### config.mk
export PLATFORM = sky130hd
export DESIGN_NAME = multi_button_debouncer_core
export DESIGN_NICKNAME = d
export VERILOG_FILES = /design/src/rtl/mbd_pkg.sv /design/src/rtl/mbd_lane.sv /design/src/rtl/mbd_merge.sv /design/src/rtl/multi_button_debouncer_core.sv
export SDC_FILE = /design/constraint.sdc
export NUM_CORES = 2
export LEC_CHECK = 0
export ABC_AREA = 1
export BUFFER_PORTS_ARGS = -buffer_cell sky130_fd_sc_hd__buf_2
export CAP_MARGIN = 20
export CELL_PAD_IN_SITES_DETAIL_PLACEMENT = 0
export CELL_PAD_IN_SITES_GLOBAL_PLACEMENT = 1
export CORE_ASPECT_RATIO = 2
export CORE_UTILIZATION = 50
export CTS_BUF_LIST = sky130_fd_sc_hd__clkbuf_8
export CTS_CLUSTER_DIAMETER = 60
export DETAILED_ROUTE_END_ITERATION = 16
export PLACE_DENSITY_LB_ADDON = 0.1
export SETUP_SLACK_MARGIN = 0.4
export SKIP_LAST_GASP = 1
export SLEW_MARGIN = 0
export SYNTH_ARGS = -nofsm -noshare
export SYNTH_HDL_FRONTEND = slang
export SYNTH_SLANG_ARGS = --single-unit
### constraint.sdc
create_clock -name clock -period 8.2 [get_ports clock]
set_input_delay 0.41 -clock clock [delete_from_list [all_inputs] [get_ports clock]]
set_output_delay 0.41 -clock clock [all_outputs]
set_load 0.02 [all_outputs]
### src/rtl/mbd_pkg.sv
// Package for the multi-button debouncer: beat structs, request codes,
// register indexes and the per-lane result struct.
// No dependencies; every other file imports it.
package mbd_pkg;

   localparam int BTN_W  = 8;
   localparam int TIME_W = 32;
   localparam int CSR_W  = 32;

   // Request codes carried in the req_type field.
   localparam logic REQ_SAMPLE = 1'b0;
   localparam logic REQ_INIT   = 1'b1;

   // Configuration register indexes.
   localparam logic CSR_DEBOUNCE_MS = 1'b0;
   localparam logic CSR_GUARD_MASK  = 1'b1;

   localparam logic [CSR_W-1:0] DEBOUNCE_MS_RESET = 32'd50;
   localparam logic [BTN_W-1:0] GUARD_MASK_RESET  = 8'd15;

   typedef struct packed {
      logic              req_type;
      logic [BTN_W-1:0]  raw_buttons;
      logic [TIME_W-1:0] now_ms;
   } mbd_req_type;

   typedef struct packed {
      logic [BTN_W-1:0] confirmed_buttons;
      logic [BTN_W-1:0] pressed_events;
      logic [BTN_W-1:0] released_events;
   } mbd_rsp_type;

   // What one lane proposes before the conflict check.
   typedef struct packed {
      logic state;
      logic pressed;
      logic released;
   } mbd_lane_out_type;

endpackage

### src/rtl/mbd_lane.sv
// One button lane: raw-edge detection, change timer and stability compare.
// Depends on mbd_pkg.
module mbd_lane
   import mbd_pkg::*;
#(
   parameter int TIME_BITS = 32
) (
   input  logic                 clock,
   input  logic                 reset,
   input  logic                 update,
   input  logic                 init,
   input  logic                 raw_bit,
   input  logic [TIME_BITS-1:0] now,
   input  logic [CSR_W-1:0]     debounce_ms,
   input  logic                 final_state,
   output mbd_lane_out_type     lane_out
);

   localparam int CMP_W = (TIME_BITS > CSR_W) ? TIME_BITS : CSR_W;

   logic                 prev_raw_ff, prev_raw_in;
   logic                 state_ff, state_in;
   logic [TIME_BITS-1:0] stamp_ff, stamp_in;
   logic [TIME_BITS-1:0] stamp_eff;
   logic [TIME_BITS-1:0] elapsed;
   logic                 stable;

   always_comb begin
      stamp_eff = (raw_bit != prev_raw_ff) ? now : stamp_ff;
      elapsed   = now - stamp_eff;
      stable    = !(CMP_W'(elapsed) < CMP_W'(debounce_ms));

      lane_out.state    = state_ff;
      lane_out.pressed  = 1'b0;
      lane_out.released = 1'b0;
      if (init == REQ_INIT) begin
         lane_out.state = raw_bit;
      end else if (stable && (raw_bit != state_ff)) begin
         lane_out.state    = raw_bit;
         lane_out.pressed  = raw_bit;
         lane_out.released = !raw_bit;
      end

      prev_raw_in = update ? raw_bit : prev_raw_ff;
      state_in    = update ? final_state : state_ff;
      stamp_in    = stamp_ff;
      if (update) begin
         stamp_in = (init == REQ_INIT) ? now : stamp_eff;
      end
   end

   always_ff @(posedge clock) begin
      if (reset) begin
         prev_raw_ff <= 1'b0;
         state_ff    <= 1'b0;
         stamp_ff    <= '0;
      end else begin
         prev_raw_ff <= prev_raw_in;
         state_ff    <= state_in;
         stamp_ff    <= stamp_in;
      end
   end

endmodule

### src/rtl/mbd_merge.sv
// Merging stage: gathers the lane proposals, applies the movement conflict
// rule and forms the result beat. Depends on mbd_pkg.
module mbd_merge
   import mbd_pkg::*;
#(
   parameter int NUM_BUTTONS = 8
) (
   input  mbd_lane_out_type [NUM_BUTTONS-1:0] lane_out,
   input  logic                               init,
   input  logic [BTN_W-1:0]                   guard_mask,
   output logic [NUM_BUTTONS-1:0]             final_state,
   output mbd_rsp_type                        rsp
);

   logic [NUM_BUTTONS-1:0] state_v, press_v, release_v, mask_v, moves;
   logic                   conflict;

   always_comb begin
      for (int i = 0; i < NUM_BUTTONS; i++) begin
         state_v[i]   = lane_out[i].state;
         press_v[i]   = lane_out[i].pressed;
         release_v[i] = lane_out[i].released;
      end
      mask_v = guard_mask[NUM_BUTTONS-1:0];
      moves  = state_v & mask_v;
      // More than one bit set among the guarded buttons is a conflict.
      conflict = (init != REQ_INIT) && ((moves & (moves - NUM_BUTTONS'(1))) != '0);
      if (conflict) begin
         state_v   = state_v & ~mask_v;
         press_v   = press_v & ~mask_v;
         release_v = release_v & ~mask_v;
      end
      final_state = state_v;

      rsp = '0;
      rsp.confirmed_buttons[NUM_BUTTONS-1:0] = state_v;
      rsp.pressed_events[NUM_BUTTONS-1:0]    = press_v;
      rsp.released_events[NUM_BUTTONS-1:0]   = release_v;
   end

endmodule

### src/rtl/multi_button_debouncer_core.sv
// Top level of the multi-button debouncer: configuration registers, the
// button lanes, the merging stage and the result register.
// Depends on mbd_pkg, mbd_lane and mbd_merge.
//
// Usage:
//   Request channel (req_*): one beat holds a request code, a raw byte of
//   button levels and a millisecond timestamp. A sample request debounces;
//   an initialize request loads the state from the sample and stamps every
//   timer. Response channel (rsp_*): one beat per request with the
//   confirmed buttons and the pressed and released events of that step.
//   Configuration (csr_*): debounce time at index 0, movement mask at
//   index 1; write only while no request is in flight.
//   rsp_valid rises in the cycle after request acceptance. All lanes
//   work in parallel, so one request is taken every cycle; the single
//   result register sets the limit. When the receiver stalls, the result
//   register holds and req_ready drops until it is taken.
//   Synchronous reset clears all button state and timers and loads the
//   register defaults (50 ms, mask 0x0F).
module multi_button_debouncer_core
   import mbd_pkg::*;
#(
   parameter int NUM_BUTTONS = 8,
   parameter int TIME_BITS   = 32
) (
   input  logic              clock,
   input  logic              reset,
   input  logic              req_valid,
   output logic              req_ready,
   input  mbd_req_type       req_data,
   output logic              rsp_valid,
   input  logic              rsp_ready,
   output mbd_rsp_type       rsp_data,
   input  logic              csr_we,
   input  logic              csr_index,
   input  logic [CSR_W-1:0]  csr_wdata
);

   logic [CSR_W-1:0]       debounce_ff, debounce_in;
   logic [BTN_W-1:0]       guard_mask_ff, guard_mask_in;
   logic                   rsp_valid_ff, rsp_valid_in;
   mbd_rsp_type            rsp_ff, rsp_in;
   logic                   accept;
   logic [TIME_BITS-1:0]   now_t;
   logic [NUM_BUTTONS-1:0] final_state;
   mbd_lane_out_type [NUM_BUTTONS-1:0] lane_out;
   mbd_rsp_type            merged;

   assign req_ready = !rsp_valid_ff || rsp_ready;
   assign accept    = req_valid && req_ready;
   assign now_t     = TIME_BITS'(req_data.now_ms);
   assign rsp_valid = rsp_valid_ff;
   assign rsp_data  = rsp_ff;

   always_comb begin
      debounce_in   = debounce_ff;
      guard_mask_in = guard_mask_ff;
      if (csr_we) begin
         case (csr_index)
            CSR_DEBOUNCE_MS: debounce_in   = csr_wdata;
            CSR_GUARD_MASK:  guard_mask_in = csr_wdata[BTN_W-1:0];
            default: ;
         endcase
      end
   end

   for (genvar i = 0; i < NUM_BUTTONS; i++) begin : g_lane
      mbd_lane #(
         .TIME_BITS (TIME_BITS)
      ) u_lane (
         .clock       (clock),
         .reset       (reset),
         .update      (accept),
         .init        (req_data.req_type),
         .raw_bit     (req_data.raw_buttons[i]),
         .now         (now_t),
         .debounce_ms (debounce_ff),
         .final_state (final_state[i]),
         .lane_out    (lane_out[i])
      );
   end

   mbd_merge #(
      .NUM_BUTTONS (NUM_BUTTONS)
   ) u_merge (
      .lane_out    (lane_out),
      .init        (req_data.req_type),
      .guard_mask  (guard_mask_ff),
      .final_state (final_state),
      .rsp         (merged)
   );

   always_comb begin
      rsp_valid_in = rsp_valid_ff;
      rsp_in       = rsp_ff;
      if (accept) begin
         rsp_valid_in = 1'b1;
         rsp_in       = merged;
      end else if (rsp_ready) begin
         rsp_valid_in = 1'b0;
      end
   end

   always_ff @(posedge clock) begin
      if (reset) begin
         debounce_ff   <= DEBOUNCE_MS_RESET;
         guard_mask_ff <= GUARD_MASK_RESET;
         rsp_valid_ff  <= 1'b0;
      end else begin
         debounce_ff   <= debounce_in;
         guard_mask_ff <= guard_mask_in;
         rsp_valid_ff  <= rsp_valid_in;
      end
   end

   always_ff @(posedge clock) begin
      rsp_ff <= rsp_in;
   end

`ifndef SYNTHESIS
   a_accept_gives_beat: assert property (@(posedge clock) disable iff (reset)
      accept |=> rsp_valid_ff)
      else $error("accepted request produced no response beat");

   a_events_disjoint: assert property (@(posedge clock) disable iff (reset)
      rsp_valid_ff |-> ((rsp_ff.pressed_events & rsp_ff.released_events) == '0))
      else $error("button both pressed and released in one beat");

   a_press_is_held: assert property (@(posedge clock) disable iff (reset)
      rsp_valid_ff |-> ((rsp_ff.pressed_events & ~rsp_ff.confirmed_buttons) == '0))
      else $error("pressed event on a button that is not confirmed");

   a_release_is_open: assert property (@(posedge clock) disable iff (reset)
      rsp_valid_ff |-> ((rsp_ff.released_events & rsp_ff.confirmed_buttons) == '0))
      else $error("released event on a button that is still confirmed");

   a_ready_when_empty: assert property (@(posedge clock) disable iff (reset)
      !rsp_valid_ff |-> req_ready)
      else $error("request stalled with an empty result register");
`endif

endmodule

==> results by group <==
Logic synthesis
  • Mapped Nets: 5,355
  • Most used DFF post-synth: dfxtp_1
  • Post-synth EDFFs: 24
  • Cell variety after synth: 64
  • Yosys reg bits: 337
  • Synth Cell Area: 33,600 µm²
  • Synth Area per Inst: 7.03 µm²
  • Post-Synthesis Cells: 4,784
  • Yosys warning count: 0
  • Asr flop ratio synth: 0%
  • Seq/Total Area, Yosys: 20.8%

Floorplanning
  • Die Width: 185 µm
  • Die Y: 369 µm
  • Starting density of the core: 50.5%
  • Overall die area: 68,400 µm²
  • Total core area: 66,600 µm²
  • Row cnt: 134
  • # IOs: 105

Drt
  • Via density: 5.92
  • Drt wl/cell: 22.2 µm
  • DRT Pass-1 Iters: 7
  • Post-route antenna net violation count: 0
  • Starting DRT DRC Count: 2,079
  • DRT Wirelength: 129 mm
  • DRC Markers: 0
  • Via count: 34,500

Clocking
  • Max Root-Sink Buffers: 3
  • # H-tree levels: 2
  • Num CTS Buffers: 56
  • CTS tree: yes
  • CTS Root Cell: clkbuf_8
  • Worst-skew pair later-pin latency: 0.75 ns
  • Clk slew on worst S/H paths: 0.07 ns
  • CTS sink count: 337

Critical path
  • CP top delay family: simple AND/OR/NAND/NOR gates
  • WP data arrival: 7.42 ns
  • Crit path required time: 8.69 ns
  • Crit-path max FO: 19
  • Crit path max-delay cell type: dlygate4sd3_1
  • CP dominant cell by count: nand2_1
  • CP startpoint kind: input pin
  • Critical path type: input pin to register
  • Critical path buffers and inverters: 8
  • Max stage delay on crit path: 0.53 ns
  • Worst setup EP type: register

GRT
  • Initial antenna violation count: 5
  • Largest net degree at the start of global routing: 130
  • Vias in the first global route: 32,700
  • First-pass GRT wire length: 192 mm
  • Total congestion overflow: 0
  • Total GRT Usage: 37.7%

Finish
  • Layout cells sized above 1: 12.1%
  • Final nets: 5,459
  • Most common cell after layout, fill and taps aside: nand2_1
  • Most frequent cells in the layout: 853 x nand2_1, 538 x inv_1, 527 x a21oi_1
  • FF/Latch Area: 6990 µm²
  • Finished Cell Area: 36,900 µm²
  • Area growth, synth to finish: 9.56%
  • Footprint of the multi-input gates: 24,000 µm²
  • Fillers: 6,836

STA
  • Max Clock Skew: 0.0280 ns
  • Tcrit/Tclk final: 84.5%
  • Worst-Margin Slew: 1.22 ns
  • Final min period: 6.93 ns
  • Maximum clock frequency: 144 MHz
  • Unrepaired setup endpoints after global routing: no
  • Worst hold margin: 0.0395 ns
  • Final Max Slew Viols: 0
  • Fin Setup TNS: 0 ns
  • Final setup vio count: 0
  • Final hold vios: 0
  • Slew margin rel.: 18.9%

Status
  • Status: complete, no violations

Job
  • Max-cap violation count: 0

Power and ir drop
  • PD cells: 216 nW/µm²
  • Lkg Pwr: 16.7 nW
  • VDD IR max: 0.166 mV
  • Final Power: 7.95 mW

Placement
  • Final RePlAce weighted congestion: 0.983
  • Placed cell areas: 35,200 µm²
  • IO buf count: 104
  • DP HPWL: 98.5 mm

Min path
  • Hold Crit Class: input pin to register
## cells by family after synthesis
| logic type | count (synthesis) | synth area share, % |
|---|---|---|
| fa+ha+maj | 492 | 18.4 |
| compound gates | 1456 | 25.9 |
| simple gates | 1552 | 20.7 |
| flops | 337 | 20.8 |
| xor+xnor | 238 | 6.20 |
| buf+inv | 709 | 8.01 |
## per-stage QoR
step	cells	setup slack (ns)	utilization (%)
finish	5825	1.27	55.4
global placement	5676	1.18	52.9
CTS	5820	1.32	55.3
global route	5821	0.622	55.4
floorplan	4784	2.76	-
detailed placement	5677	1.08	52.9
## cell type report
type	count	share of cell area (%)
Timing Repair Buffer	211	3.92
Multi-Input combinational cell	3738	65.2
Clock inverter	37	0.808
Sequential cell	337	19.0
Tap cell	884	3.00
Clock buffer	69	2.58
Inverter	544	5.54
Antenna cell	5	0.0340
## state kept, by name (all words and copies together) (netlist names)
name	count
debounce_ff	32
g_lane.u_lane.prev_raw_ff	8
g_lane.u_lane.stamp_ff	256
g_lane.u_lane.state_ff	8
guard_mask_ff	8
rsp_data	24
rsp_valid	1
## where the power goes
part           internal [mW]  leakage, nW  total [mW]  switching (mW)
sequential              1.81         2.84        1.86          0.0501
combinational           1.60         13.2        4.34            2.73
clock                  0.899        0.685        1.75           0.856
## path summary, 6_finish.rpt
kind / slack (ns) / cells past startpoint / endpoint / start
hold / removal: 0.04 / 3 / g_lane[7].u_lane.prev_raw_ff$_SDFFE_PP0P_ / req_data[39]
hold reg to reg: 0.46 / 2 / debounce_ff[16]$_SDFFE_PP0P_ / debounce_ff[16]$_SDFFE_PP0P_
setup / recovery: 1.27 / 39 / rsp_data[1]$_DFFE_PP_ / req_data[36]
setup reg to reg: 1.28 / 33 / rsp_data[1]$_DFFE_PP_ / g_lane[7].u_lane.prev_raw_ff$_SDFFE_PP0P_
## metal layers
metal,track usage (%),share of wire (%),vias to the layer above,routed length (µm)
met3,5.49,5.2,516,6710
li1,-,-,16900,-
met1,39.0,36,16000,46700
met5,0,0.0085,-,11
met4,33.6,11,2,13700
met2,65.2,48,1131,61900
## synthesized netlist by cell type, types with 9 or more instances
| library cell | number | area, µm² |
|---|---|---|
| nand2_2 | 19 | 119 |
| nand3_1 | 118 | 591 |
| nand3_2 | 11 | 110 |
| ha_1 | 486 | 6080 |
| edfxtp_1 | 24 | 721 |
| o21bai_1 | 23 | 173 |
| a21oi_1 | 540 | 2700 |
| xnor2_1 | 80 | 701 |
| nor4_1 | 16 | 100 |
| nor3_1 | 36 | 180 |
| nand4_1 | 36 | 225 |
| o21a_1 | 36 | 270 |
| inv_1 | 532 | 2000 |
| o21ai_0 | 475 | 2380 |
| a21o_1 | 9 | 67.6 |
| nand2_1 | 854 | 3210 |
| a221oi_1 | 211 | 1850 |
| o21ai_1 | 24 | 120 |
| inv_2 | 9 | 33.8 |
| o211ai_1 | 19 | 143 |
| a31oi_1 | 30 | 188 |
| or2_2 | 228 | 1430 |
| nor2_1 | 211 | 792 |
| dfxtp_1 | 313 | 6270 |
| a21boi_1 | 19 | 143 |
| xor2_1 | 158 | 1380 |
| clkbuf_1 | 156 | 586 |
## worst register-to-register path: cells and delay by family, from the launching register on
| family | cells | cell delay, ns |
|---|---|---|
| compound gates | 13 | 3.31 |
| simple gates | 12 | 1.55 |
| buf+inv | 4 | 0.52 |
| xor+xnor | 1 | 0.16 |
| flops | 1 | 0.34 |
| fa+ha+maj | 3 | 0.79 |
## what timing repair did
item	4_1_cts	5_1_grt
setup buffers	0	0
gates resized for setup	0	0
hold buffers	37	0
hold endpoints to repair	45	0
(Power assumes the default switching activity.)
